===== config.mk =====
export PLATFORM = sky130hd
export DESIGN_NAME = pin_change_capture_timer_flat
export DESIGN_NICKNAME = d
export VERILOG_FILES = /design/src/pcct_pkg.sv /design/src/pcct_chan_if.sv /design/src/pcct_measure.sv /design/src/pin_change_capture_timer.sv /design/src/flat_wrapper.sv
export VERILOG_INCLUDE_DIRS = /design/src /design/src/src
export SDC_FILE = /design/constraint.sdc
export NUM_CORES = 1
export LEC_CHECK = 0
export BUFFER_PORTS_ARGS = -buffer_cell sky130_fd_sc_hd__buf_2
export CAP_MARGIN = 20
export CORE_MARGIN = 8
export CORE_UTILIZATION = 56
export DETAILED_ROUTE_END_ITERATION = 10
export GPL_TIMING_DRIVEN = 0
export PLACE_DENSITY_LB_ADDON = 0.3
export SLEW_MARGIN = 30
export SYNTH_ARGS = -nofsm -noshare
export SYNTH_HDL_FRONTEND = slang
export SYNTH_SLANG_ARGS = --single-unit
export TNS_END_PERCENT = 20

===== constraint.sdc =====
create_clock -name clk_i -period 12.1 [get_ports clk_i]
set_input_delay 1.21 -clock clk_i [delete_from_list [all_inputs] [get_ports clk_i]]
set_output_delay 1.21 -clock clk_i [all_outputs]
set_load 0.01 [all_outputs]

===== src/pin_change_capture_timer_macros.svh =====
// assertion macros for the pin change capture timer
`ifndef PIN_CHANGE_CAPTURE_TIMER_MACROS_SVH
`define PIN_CHANGE_CAPTURE_TIMER_MACROS_SVH

// same-cycle implication, disabled during reset
`define PCCT_ASSERT_IMP(lbl, ante, cons, msg) \
  lbl: assert property (@(posedge clk_i) disable iff (!rst_ni) (ante) |-> (cons)) \
    else $error(msg);

// next-cycle implication, disabled during reset
`define PCCT_ASSERT_NXT(lbl, ante, cons, msg) \
  lbl: assert property (@(posedge clk_i) disable iff (!rst_ni) (ante) |=> (cons)) \
    else $error(msg);

`endif


===== src/pcct_pkg.sv =====
// types, constants and codes of the pin change capture timer
package pcct_pkg;

  localparam int unsigned LEVEL_W    = 20;
  localparam int unsigned TIME_W     = 32;
  localparam int unsigned PIN_IDX_W  = 5;
  localparam int unsigned DEB_W      = 16;
  localparam int unsigned WIDTH_W    = 16;
  localparam int unsigned CFG_IDX_W  = 3;
  localparam int unsigned CFG_DATA_W = 20;
  localparam int unsigned PIN_COUNT_DEF = 20;

  localparam logic [WIDTH_W-1:0] RC_MIN = 16'd900;
  localparam logic [WIDTH_W-1:0] RC_MAX = 16'd2100;

  typedef enum logic [2:0] {
    MODE_RC      = 3'd0,
    MODE_RAW     = 3'd1,
    MODE_SWITCH  = 3'd2,
    MODE_PERIOD  = 3'd3,
    MODE_TACH    = 3'd4,
    MODE_ENCODER = 3'd5
  } pcct_mode_e;

  typedef enum logic [CFG_IDX_W-1:0] {
    REG_WATCH_MASK  = 3'd0,
    REG_MODE        = 3'd1,
    REG_MEASURE_PIN = 3'd2,
    REG_DATA_PIN    = 3'd3,
    REG_RISING_EDGE = 3'd4,
    REG_HALF_STEP   = 3'd5,
    REG_DEBOUNCE    = 3'd6
  } pcct_reg_e;

  typedef struct packed {
    logic [TIME_W-1:0]  sample_time;
    logic [LEVEL_W-1:0] pin_levels;
  } pcct_in_t;

  typedef struct packed {
    logic [TIME_W-1:0]        event_time;
    logic [LEVEL_W-1:0]       changed_pins;
    logic [LEVEL_W-1:0]       levels_out;
    logic signed [TIME_W-1:0] measurement;
    logic                     measure_valid;
    logic [TIME_W-1:0]        event_count;
  } pcct_out_t;

  typedef struct packed {
    logic [2:0]           mode;
    logic [PIN_IDX_W-1:0] measure_pin;
    logic [PIN_IDX_W-1:0] data_pin;
    logic                 rising_edge;
    logic                 half_step;
    logic [DEB_W-1:0]     debounce_ticks;
  } pcct_cfg_t;

  typedef struct packed {
    logic              update;
    logic [TIME_W-1:0] value;
  } pcct_edge_t;

endpackage


===== src/pcct_chan_if.sv =====
// valid/ready channel carrying one item of payload type T
interface pcct_chan_if #(
  parameter type T = logic
) ();
  logic valid;
  logic ready;
  T     payload;

  modport source (output valid, output payload, input ready);
  modport sink   (input valid, input payload, output ready);
endinterface


===== src/pcct_measure.sv =====
// per-event measurement of the configured channel and edge timestamp update
module pcct_measure (
  input  pcct_pkg::pcct_cfg_t                 cfg_i,
  input  logic [pcct_pkg::TIME_W-1:0]         edge_time_i,
  input  logic [pcct_pkg::TIME_W-1:0]         sample_time_i,
  input  logic [pcct_pkg::LEVEL_W-1:0]        levels_i,
  input  logic [pcct_pkg::LEVEL_W-1:0]        changed_i,
  output logic signed [pcct_pkg::TIME_W-1:0]  measurement_o,
  output logic                                measure_valid_o,
  output pcct_pkg::pcct_edge_t                edge_o
);
  import pcct_pkg::*;

  localparam int unsigned PAD_W = (1 << PIN_IDX_W) - LEVEL_W;

  logic [(1 << PIN_IDX_W)-1:0] lv_ext;
  logic [(1 << PIN_IDX_W)-1:0] ch_ext;
  logic                        lvl;
  logic                        dat;
  logic                        valid;
  logic [TIME_W-1:0]           d;
  logic [WIDTH_W-1:0]          w;
  logic [TIME_W-1:0]           m;
  logic                        upd;

  // pins past the level field read as low and never as changed
  assign lv_ext = {{PAD_W{1'b0}}, levels_i};
  assign ch_ext = {{PAD_W{1'b0}}, changed_i};
  assign lvl    = lv_ext[cfg_i.measure_pin];
  assign dat    = lv_ext[cfg_i.data_pin];
  assign valid  = ch_ext[cfg_i.measure_pin];
  assign d      = sample_time_i - edge_time_i;
  assign w      = d[WIDTH_W-1:0];

  always_comb begin
    m   = '0;
    upd = 1'b0;
    case (cfg_i.mode)
      MODE_RC, MODE_RAW: begin
        if (lvl) begin
          upd = 1'b1;
        end else if (cfg_i.mode == MODE_RAW || (w > RC_MIN && w < RC_MAX)) begin
          m = {{(TIME_W-WIDTH_W){1'b0}}, w};
        end
      end
      MODE_SWITCH: begin
        if (d >= {{(TIME_W-DEB_W){1'b0}}, cfg_i.debounce_ticks}) begin
          upd = 1'b1;
          m   = {{(TIME_W-1){1'b0}}, lvl == cfg_i.rising_edge};
        end
      end
      MODE_PERIOD: begin
        if (lvl == cfg_i.rising_edge) begin
          upd = 1'b1;
          m   = {{(TIME_W-WIDTH_W){1'b0}}, w};
        end
      end
      MODE_TACH: begin
        if (lvl) begin
          upd = 1'b1;
          m   = dat ? d : (~d + 1'b1);
        end
      end
      MODE_ENCODER: begin
        // clock high steps down with data high, clock low steps the other way in half-step mode
        if (lvl) begin
          m = dat ? '1 : TIME_W'(1);
        end else if (cfg_i.half_step) begin
          m = dat ? TIME_W'(1) : '1;
        end
      end
      default: begin
        m   = '0;
        upd = 1'b0;
      end
    endcase
  end

  assign measurement_o   = valid ? signed'(m) : '0;
  assign measure_valid_o = valid;
  assign edge_o.update   = valid & upd;
  assign edge_o.value    = sample_time_i;

endmodule


===== src/pin_change_capture_timer.sv =====
// pin change capture timer: top level with input stage, event logic and result register
//
// Items on in_i carry a sample time and the pin levels. An item whose watched
// pins match the levels of the last event gives no result and leaves all state
// as it was. Any other item is an event: it is counted, its levels are stored
// and one item leaves on res_o with time, changed pins, levels, the channel
// measurement and the running event count.
// From acceptance on in_i an item sits in the input register, then the event logic
// (one 32-bit subtract and compare) feeds the result register, which drives res_o.
// One item is accepted every cycle unless an event waits for a full result register.
// When res_o stalls, the held result keeps res_o, the input register takes one
// more item, and in_i ready falls only when that item is an event and would
// need the occupied result register; items without an event still drain.
// Configuration is written through cfg_we_i, cfg_idx_i and cfg_data_i by the user only
// while the block is idle (not enforced); indexes past the register list are ignored.
// Reset clears the stored levels, the edge time, the event count and the
// registers to their defaults (rising_edge set, all others zero).
module pin_change_capture_timer #(
  parameter int unsigned PIN_COUNT = pcct_pkg::PIN_COUNT_DEF
) (
  input  logic                             clk_i,
  input  logic                             rst_ni,
  pcct_chan_if.sink                        in_i,
  pcct_chan_if.source                      res_o,
  input  logic                             cfg_we_i,
  input  logic [pcct_pkg::CFG_IDX_W-1:0]   cfg_idx_i,
  input  logic [pcct_pkg::CFG_DATA_W-1:0]  cfg_data_i
);
  import pcct_pkg::*;

  `include "pin_change_capture_timer_macros.svh"

  logic [LEVEL_W-1:0] watch_mask_q;
  pcct_cfg_t          cfg_q;

  logic               s1_valid_q;
  pcct_in_t           s1_q;
  logic               res_valid_q;
  pcct_out_t          res_q;
  pcct_out_t          res_d;

  logic [LEVEL_W-1:0] last_levels_q;
  logic [TIME_W-1:0]  edge_time_q;
  logic [TIME_W-1:0]  event_total_q;
  logic [TIME_W-1:0]  event_total_d;

  logic [LEVEL_W-1:0] pin_mask;
  logic [LEVEL_W-1:0] levels;
  logic [LEVEL_W-1:0] changed;
  logic               is_event;
  logic               out_free;
  logic               s1_go;
  logic               in_acc;
  logic               emit;

  logic signed [TIME_W-1:0] meas;
  logic                     meas_valid;
  pcct_edge_t               edge_upd;

  always_comb begin
    for (int n = 0; n < LEVEL_W; n++) begin
      pin_mask[n] = (n < PIN_COUNT);
    end
  end

  // configuration registers
  always_ff @(posedge clk_i or negedge rst_ni) begin
    if (!rst_ni) begin
      watch_mask_q         <= '0;
      cfg_q.mode           <= MODE_RC;
      cfg_q.measure_pin    <= '0;
      cfg_q.data_pin       <= '0;
      cfg_q.rising_edge    <= 1'b1;
      cfg_q.half_step      <= 1'b0;
      cfg_q.debounce_ticks <= '0;
    end else if (cfg_we_i) begin
      unique case (cfg_idx_i)
        REG_WATCH_MASK:  watch_mask_q         <= cfg_data_i[LEVEL_W-1:0];
        REG_MODE:        cfg_q.mode           <= cfg_data_i[2:0];
        REG_MEASURE_PIN: cfg_q.measure_pin    <= cfg_data_i[PIN_IDX_W-1:0];
        REG_DATA_PIN:    cfg_q.data_pin       <= cfg_data_i[PIN_IDX_W-1:0];
        REG_RISING_EDGE: cfg_q.rising_edge    <= cfg_data_i[0];
        REG_HALF_STEP:   cfg_q.half_step      <= cfg_data_i[0];
        REG_DEBOUNCE:    cfg_q.debounce_ticks <= cfg_data_i[DEB_W-1:0];
        default: ;
      endcase
    end
  end

  // event detection on the registered item
  assign levels   = s1_q.pin_levels & pin_mask;
  assign changed  = (levels ^ last_levels_q) & watch_mask_q;
  assign is_event = |changed;

  assign out_free    = !res_valid_q || res_o.ready;
  assign s1_go       = s1_valid_q && (!is_event || out_free);
  assign emit        = s1_go && is_event;
  assign in_i.ready  = !s1_valid_q || s1_go;
  assign in_acc      = in_i.valid && in_i.ready;

  pcct_measure u_measure (
    .cfg_i           (cfg_q),
    .edge_time_i     (edge_time_q),
    .sample_time_i   (s1_q.sample_time),
    .levels_i        (levels),
    .changed_i       (changed),
    .measurement_o   (meas),
    .measure_valid_o (meas_valid),
    .edge_o          (edge_upd)
  );

  assign event_total_d = event_total_q + 1'b1;

  always_comb begin
    res_d.event_time    = s1_q.sample_time;
    res_d.changed_pins  = changed;
    res_d.levels_out    = levels;
    res_d.measurement   = meas;
    res_d.measure_valid = meas_valid;
    res_d.event_count   = event_total_d;
  end

  always_ff @(posedge clk_i or negedge rst_ni) begin
    if (!rst_ni) begin
      s1_valid_q    <= 1'b0;
      res_valid_q   <= 1'b0;
      last_levels_q <= '0;
      edge_time_q   <= '0;
      event_total_q <= '0;
    end else begin
      if (in_acc) begin
        s1_valid_q <= 1'b1;
      end else if (s1_go) begin
        s1_valid_q <= 1'b0;
      end
      if (emit) begin
        res_valid_q   <= 1'b1;
        last_levels_q <= levels;
        event_total_q <= event_total_d;
        if (edge_upd.update) begin
          edge_time_q <= edge_upd.value;
        end
      end else if (res_o.ready) begin
        res_valid_q <= 1'b0;
      end
    end
  end

  // payload registers
  always_ff @(posedge clk_i) begin
    if (in_acc) begin
      s1_q <= in_i.payload;
    end
    if (emit) begin
      res_q <= res_d;
    end
  end

  assign res_o.valid   = res_valid_q;
  assign res_o.payload = res_q;

  `PCCT_ASSERT_NXT(a_count_step, emit, event_total_q == $past(event_total_q) + 1'b1,
                   "event count did not advance on an event")
  `PCCT_ASSERT_NXT(a_levels_hold, !emit, $stable(last_levels_q) && $stable(event_total_q),
                   "state changed without an event")
  `PCCT_ASSERT_IMP(a_result_changed, res_valid_q, res_q.changed_pins != '0,
                   "result item without changed pins")
  `PCCT_ASSERT_IMP(a_no_lost_event, s1_valid_q && is_event && !out_free, !in_i.ready,
                   "input accepted while an event is blocked")

endmodule


===== src/flat_wrapper.sv =====
// flat-port wrapper written by rule: the top's interface ports become plain ports
module pin_change_capture_timer_flat import pcct_pkg::*;
#(
  parameter int unsigned PIN_COUNT = pcct_pkg::PIN_COUNT_DEF
)
  (clk_i, rst_ni, cfg_we_i, cfg_idx_i, cfg_data_i, in_i_valid, in_i_payload, in_i_ready, res_o_valid, res_o_payload, res_o_ready);
  pcct_chan_if #(.T(pcct_in_t)) in_i_i ();
  pcct_chan_if #(.T(pcct_out_t)) res_o_i ();
  input  logic clk_i;
  input  logic rst_ni;
  input  logic cfg_we_i;
  input  logic [pcct_pkg::CFG_IDX_W-1:0] cfg_idx_i;
  input  logic [pcct_pkg::CFG_DATA_W-1:0] cfg_data_i;
  input wire logic [$bits(in_i_i.valid)-1:0] in_i_valid;
  input wire logic [$bits(in_i_i.payload)-1:0] in_i_payload;
  output wire logic [$bits(in_i_i.ready)-1:0] in_i_ready;
  output wire logic [$bits(res_o_i.valid)-1:0] res_o_valid;
  output wire logic [$bits(res_o_i.payload)-1:0] res_o_payload;
  input wire logic [$bits(res_o_i.ready)-1:0] res_o_ready;
  assign in_i_i.valid = in_i_valid;
  assign in_i_i.payload = in_i_payload;
  assign in_i_ready = in_i_i.ready;
  assign res_o_valid = res_o_i.valid;
  assign res_o_payload = res_o_i.payload;
  assign res_o_i.ready = res_o_ready;
  pin_change_capture_timer #(.PIN_COUNT(PIN_COUNT)) u_core (.clk_i(clk_i), .rst_ni(rst_ni), .in_i(in_i_i), .res_o(res_o_i), .cfg_we_i(cfg_we_i), .cfg_idx_i(cfg_idx_i), .cfg_data_i(cfg_data_i));
endmodule

==> results of run 1 <==
cell type report:
cell class,count,area (sq um),share of cell area [%]
clock inverter,14,123.9,0.6388
multi-input combinational,942,6907,35.62
inverter,86,322.8,1.665
sequential,326,9105,46.95
tap,390,488.0,2.516
clock buffer,48,943.4,4.865
buffer,50,275.3,1.420
antenna,1,2.502,0.01290
timing repair buffer,223,1224,6.310
cell usage after synthesis, types with 9 or more instances:
cell,number,area [sq um]
mux2_2,54,608.1
nand4_1,25,156.4
a211oi_1,11,82.58
clkbuf_1,32,120.1
edfxtp_1,189,5675
nand2b_1,9,56.30
a31oi_1,16,100.1
o21ai_0,56,280.3
mux2i_1,10,100.1
nand2_1,168,630.6
mux4_2,13,292.8
mux2_4,30,450.4
xnor2_1,52,455.4
buf_2,10,50.05
and3_1,14,87.58
nor2_1,71,266.5
nand3_1,32,160.2
nor3_1,30,150.1
inv_1,83,311.6
and2_1,10,62.56
dfrtp_1,136,3403
a21oi_1,66,330.3
ha_1,48,600.6
a21o_1,16,120.1
xor2_1,59,516.8
or3_1,10,62.56
kinds of logic (layout without fill, tap and decap cells):
family	count (synthesis)	count (layout)	synth area share (%)
other cells	0	1	0
xor+xnor	114	114	6.153
fa+ha+maj	50	50	3.800
buf+inv	136	421	3.582
simple gates	419	419	12.22
compound gates	252	252	10.63
mux	107	107	8.747
flops	326	326	54.87
state kept, by name, indices dropped and copies added, names as in the netlist, 20 cells and up:
signal / flops
u_core.watch_mask_q: 20
u_core.res_d: 32
u_core.levels: 20
u_core.event_total_q: 32
u_core.last_levels_q: 20
u_core.edge_time_q: 32
u_core.res_o.payload: 137
u_core.cfg_q: 31
through the flow:
step | hold slack [ps] | power (mW) | utilization, % | worst slack (ps)
2_1_floorplan | 444.0 | 2.879 | - | 6100
3_3_place_gp | 477.4 | 3.327 | 61.81 | 3973
3_5_place_dp | 474.9 | 3.372 | 62.30 | 7369
4_1_cts | 498.3 | 4.384 | 65.93 | 7324
5_1_grt | 512.5 | 4.646 | 65.95 | 7126
6_report | 494.5 | 4.378 | 65.95 | 7369
per-layer routing:
metal | GRT usage (%) | wire, um | vias up
li1 | - | - | 5605
met1 | 27.63 | 16700 | 5795
met2 | 38.29 | 19810 | 387
met3 | 5.163 | 2422 | 95
met4 | 9.394 | 1590 | 2
met5 | 0 | 8 | -
critical path: stages (launching register included):
cell and delay [ps]:
edfxtp_1 440, inv_1 90, ha_1 150, inv_1 60, fa_1 460, a21o_1 210, a221oi_2 350, xnor2_1 360
ha_1 290, o21ai_0 100, nor2_1 100, nor3_1 50, nor2_1 110, nor3_1 60, maj3_1 350, o211a_1 310
a41oi_4 580, buf_12 220, mux2_4 300
worst max path at each step:
stage / to / start / cells after the start / slack (ps)
floorplan: u_core.res_o.payload[0] / res_o_ready / 4 / 6100
global placement: u_core.res_o.payload[129] / res_o_ready / 5 / 3970
detailed placement: u_core.edge_time_q[24] / u_core.res_d[105] / 18 / 7370
CTS: u_core.edge_time_q[5] / u_core.res_d[105] / 18 / 7320
global route: u_core.edge_time_q[24] / u_core.res_d[105] / 18 / 7130
finish: u_core.edge_time_q[5] / u_core.res_d[105] / 18 / 7370
power groups by stage:
stage          registers [mW]  logic, mW  clock network, mW
6_report                 1.51       1.87              0.994
5_1_grt                  1.54       2.05               1.06
4_1_cts                  1.51       1.86               1.01
3_5_place_dp             1.53       1.84                  0
3_3_place_gp             1.54       1.79                  0
2_1_floorplan            1.54       1.34                  0
placed cells by master (no fill, tap or decap), types with 13 or more instances in the layout:
| master | netlist | final |
|---|---|---|
| buf_2 | 10 | 227 |
| edfxtp_1 | 189 | 189 |
| nand2_1 | 168 | 168 |
| dfrtp_1 | 136 | 136 |
| inv_1 | 83 | 83 |
| nor2_1 | 71 | 71 |
| a21oi_1 | 66 | 66 |
| xor2_1 | 59 | 59 |
| o21ai_0 | 56 | 56 |
| mux2_2 | 54 | 54 |
| xnor2_1 | 52 | 52 |
| ha_1 | 48 | 48 |
| clkbuf_1 | 32 | 41 |
| clkbuf_16 | 0 | 34 |
| nand3_1 | 32 | 32 |
| mux2_4 | 30 | 30 |
| nor3_1 | 30 | 29 |
| nand4_1 | 25 | 25 |
| a21o_1 | 16 | 16 |
| a31oi_1 | 16 | 16 |
| and3_1 | 14 | 14 |
| mux4_2 | 13 | 13 |
==> impl_metrics.yaml, run 1 <==
final_layout:
  final_nets: 1792
  fillers: 2255
  finalNonFillerCells: 2080
  drive_above_1_share_pct: 25.75
  syn2layout_area_growth_pct: 16.86
  fin_area_sq_mm: 0.01939
placed_design:
  gp_congestion: 0.9066
  dp.cells: 2017
  hpwl_um: 29770
  portBuffers: 218
  place_area_sq_mm: 0.01832
clocking:
  cts_post_setup_buffers_inserted: 0
  clock_path_buffers: 3
  clk_latency_ps: 540
  cts_resized: 0
  cts_tree: "done"
  cts_max_level: 2
  root_buffer: "clkbuf_16"
  cts.sinks: 326
  ctsHoldBuffers: 0
  clk_pin_slew_worst_paths_ps: 60
  cts_buffers: 34
setup_path:
  path_max_fanout: 10
  crit_type: "reg2reg"
  reg2reg_depth: 18
  reg2reg_to: "u_core.edge_time_q[5]"
  crit_required_ps: 12500
  reg2reg_slack_ps: 7370
  r2r_start: "u_core.res_d[105]"
  start_kind: "flop"
  worstPathArrival_ps: 5130
  end_kind: "flop"
power:
  powerDensity_mw_per_mm2: 225.7
  power_frac_seq_pct: 34.6
  intPower_mw: 2.676
  vdd_drop_max_mv: 0.1393
  power_switching_mw: 1.701
  clkPwrFrac_pct: 22.7
  swShare_pct: 38.86
  pwr-share-comb_pct: 42.7
  power_leakage_nw: 8.164
floorplanning:
  die_h_um: 188.1
  dieArea_sq_mm: 0.03539
  row_count: 63
  start_util_pct: 56.44
  coreArea_sq_mm: 0.02940
  io_pins: 219
  die_width_um: 188.1
timing:
  skew_ps: 19.07
  slew_headroom_pct: 44.61
  max_freq_mhz: 211.4
  max_slew.worst_pin.slew_ps: 829.0
  setup_violations: 0
  fin_crit_ps: 4731
  tns_ps: 0
  hold_viol: 0
  fin_crit_sh_pct: 39.10
  rsz0062_at_grt: "false"
  final_max_slew_viol_count: 0
routing:
  via_per_inst: 5.713
  vias: 11880
  drt-initial-drc-count: 826
  wl_per_cell_um: 19.48
  dr.pass1.iters: 5
  wirelength_um: 40530
  ant_nets: 0
  drc: 0
synth:
  ys_seq_elements: 326
  yosys_most_used_dff: "edfxtp_1"
  post_synth.cell_area_avg_sq_um: 11.82
  yosysSeqAreaShare_pct: 54.87
  ys.warnings.count: 0
  synthArstFlopShare_pct: 42.02
  ys_types: 91
  synth_edf_count: 189
  syn_inst: 1404
  synth_area_sq_mm: 0.01659
  synth_fp_nets: 1533
worst_hold_path:
  holdCritStartpoint: "u_core.last_levels_q[5]"
  hold_depth: 2
  hold_path_class: "reg2reg"
  holdPathEnd: "u_core.last_levels_q[5]"
flow_run:
  maxCapViolCount: 0
global_routing:
  antenna_found_initial: 2
  gr-total-overflow: 0
  grt_max_degree: 77
  grt_usage_pct: 22.65
  grt_pass1_vias: 12300
  grt_pass1_wl_um: 64960
status:
  outcome: "completed"
No activity file was read; power rests on OpenSTA's default activity.
==> inputs of run 2 (changes only) <==
--- a/config.mk
+++ b/config.mk
@@ -9,7 +9,7 @@
 export BUFFER_PORTS_ARGS = -buffer_cell sky130_fd_sc_hd__buf_2
 export CAP_MARGIN = 20
 export CORE_MARGIN = 8
-export CORE_UTILIZATION = 56
+export CORE_UTILIZATION = 53
 export DETAILED_ROUTE_END_ITERATION = 10
 export GPL_TIMING_DRIVEN = 0
 export PLACE_DENSITY_LB_ADDON = 0.3
==> constraint.sdc (replaced) <==
create_clock -name clk_i -period 3.8 [get_ports clk_i]
set_input_delay 0.38 -clock clk_i [delete_from_list [all_inputs] [get_ports clk_i]]
set_output_delay 0.38 -clock clk_i [all_outputs]
set_load 0.01 [all_outputs]
==> impl_metrics.yaml, run 2 (same netlist as run 1, synthesis figures left out) <==
clocking:
  cts_max_level: 2
  clock_path_buffers: 3
  clk_latency_ps: 530
  clk_pin_slew_worst_paths_ps: 60
  cts_buffers: 34
  cts_tree: "done"
  root_buffer: "clkbuf_16"
  cts.sinks: 326
power:
  powerDensity_mw_per_mm2: 751.5
  vdd_drop_max_mv: 0.4407
  total_power_mw: 15.27
  power_leakage_nw: 8.522
setup_path:
  endpoint: "u_core.res_o.payload[59]"
  start_kind: "flop"
  slowest_stage: "edfxtp_1"
  cpMostUsedCell: "buf_4"
  path_max_fanout: 4
  reg2reg_to: "u_core.res_o.payload[59]"
  worstPathArrival_ps: 4460
  end_kind: "flop"
  slowest_delay_ps: 440
  path_cells: "inv_1, ha_2, inv_2, fa_2, a21o_1, a221oi_4, buf_6, o221a_4, o21bai_4, o211ai_1, buf_4, buf_4, buf_4, buf_4, buf_4, buf_4, buf_4, buf_4, nand2_2, nor2_4, a311oi_1, a41oi_1, a31oi_2"
  crit_type: "reg2reg"
  reg2reg_depth: 23
  reg2reg_slack_ps: -420
  cp-startpoint: "u_core.res_d[105]"
  r2r_start: "u_core.res_d[105]"
  crit_required_ps: 4040
routing:
  ant_nets: 0
  drt-initial-drc-count: 788
  wl_met2_um: 20560
  wl_met3_um: 2406
  dr.pass1.iters: 5
  highest_layer: "met4"
  vias: 12040
  wirelength_um: 41900
  met1_length_um: 17880
  drc: 0
  wl_per_cell_um: 19.77
  via_per_inst: 5.683
timing:
  final_max_slew_viol_count: 0
  tns_ps: -11930
  setup_violations: 48
  fin_crit_ps: 4222
  max_slew.worst_pin.slew_ps: 891.3
  finalWorstSetupSlack_ps: -422.4
  max_freq_mhz: 236.8
  hold_viol: 0
  holdWs_ps: 24.21
  rsz0062_at_grt: "true"
  skew_ps: 22.63
  slew_headroom_pct: 40.12
  fin_crit_sh_pct: 111.1
final_layout:
  antenna_cells: 0
  largest_reg_flops: 137
  syn2layout_area_growth_pct: 22.49
  layout_commonest_cell: "buf_2"
  drive_above_1_share_pct: 30.88
  fin_area_sq_mm: 0.02033
  final_nets: 1826
  layout_common_cells: "buf_2 (227), edfxtp_1 (189), nand2_1 (167)"
global_routing:
  grt_pass1_wl_um: 66280
  grt_usage_pct: 22.44
  grt_max_degree: 126
  gr-total-overflow: 0
  antenna_found_initial: 0
  grt_pass1_vias: 12460
floorplanning:
  die_h_um: 192.9
  die_width_um: 192.9
  coreArea_sq_mm: 0.03075
  row_count: 64
  io_pins: 219
  start_util_pct: 53.96
  dieArea_sq_mm: 0.03723
worst_hold_path:
  holdCritStartpoint: "in_i_payload[50]"
  hold_path_class: "in2reg"
placed_design:
  pre_cts_slack_ps: -909.4
  portBuffers: 218
  gp_congestion: 0.8952
  hpwl_um: 30060
  place_area_sq_mm: 0.01830
status:
  outcome: "finished, violations left"
  failed_checks: "negative setup slack"
flow_run:
  maxCapViolCount: 0
-- run 2: worst min-delay path by stage --
| stage | to | slack [ps] | cells past startpoint |
|---|---|---|---|
| after floorplan | u_core.cfg_q[0] | 80 | 0 |
| final | u_core.res_d[135] | 20 | 1 |
| after CTS | u_core.res_d[135] | 3 | 1 |
| after global routing | u_core.res_d[135] | 6 | 1 |
| after detailed placement | u_core.edge_time_q[13] | 370 | 1 |
| after global placement | u_core.last_levels_q[11] | 480 | 2 |
-- run 2: final cells by class --
cell class,count,area (sq um)
Inverter,86,324.1
Clock buffer,49,987.2
Tap cell,396,495.5
Multi-Input combinational cell,942,7371
Buffer,48,285.3
Fill cell,2297,10420
Sequential cell,326,9105
Clock inverter,13,206.4
Timing Repair Buffer,259,1551
-- run 2: power by group --
group | internal [mW] | total, mW | switching, mW
registers | 4.44 | 4.82 | 0.374
clock network | 2.10 | 3.49 | 1.38
logic | 2.89 | 6.97 | 4.08
-- run 2: critical path: cells and delay by family (launching register included) --
kind / cells / cell delay (ps)
fa+ha+maj: 2 / 590
buf+inv: 11 / 1080
flops: 1 / 440
compound gates: 8 / 1610
simple gates: 2 / 220
-- run 2: repair_timing --
action,in CTS,in global routing
pin swaps,26,30
gates resized for setup,50,32
cloned,1,2
endpoints found under the hold margin,61,0
hold buffers,1,0
buffers inserted,27,8
setup endpoints to repair,64,64
-- run 2: routing by layer --
layer | global-route usage (%) | vias up
met2 | 38.91 | 372
met5 | 0 | -
met3 | 4.245 | 80
met4 | 6.716 | 0
met1 | 28.36 | 5911
li1 | - | 5679
-- run 2: metrics by stage --
stage / instances / util [%]
3_5_place_dp: 2021 / 59.52
2_1_floorplan: 1404 / -
4_1_cts: 2110 / 65.16
3_3_place_gp: 2018 / 59.18
5_1_grt: 2119 / 66.10
6_report: 2119 / 66.10
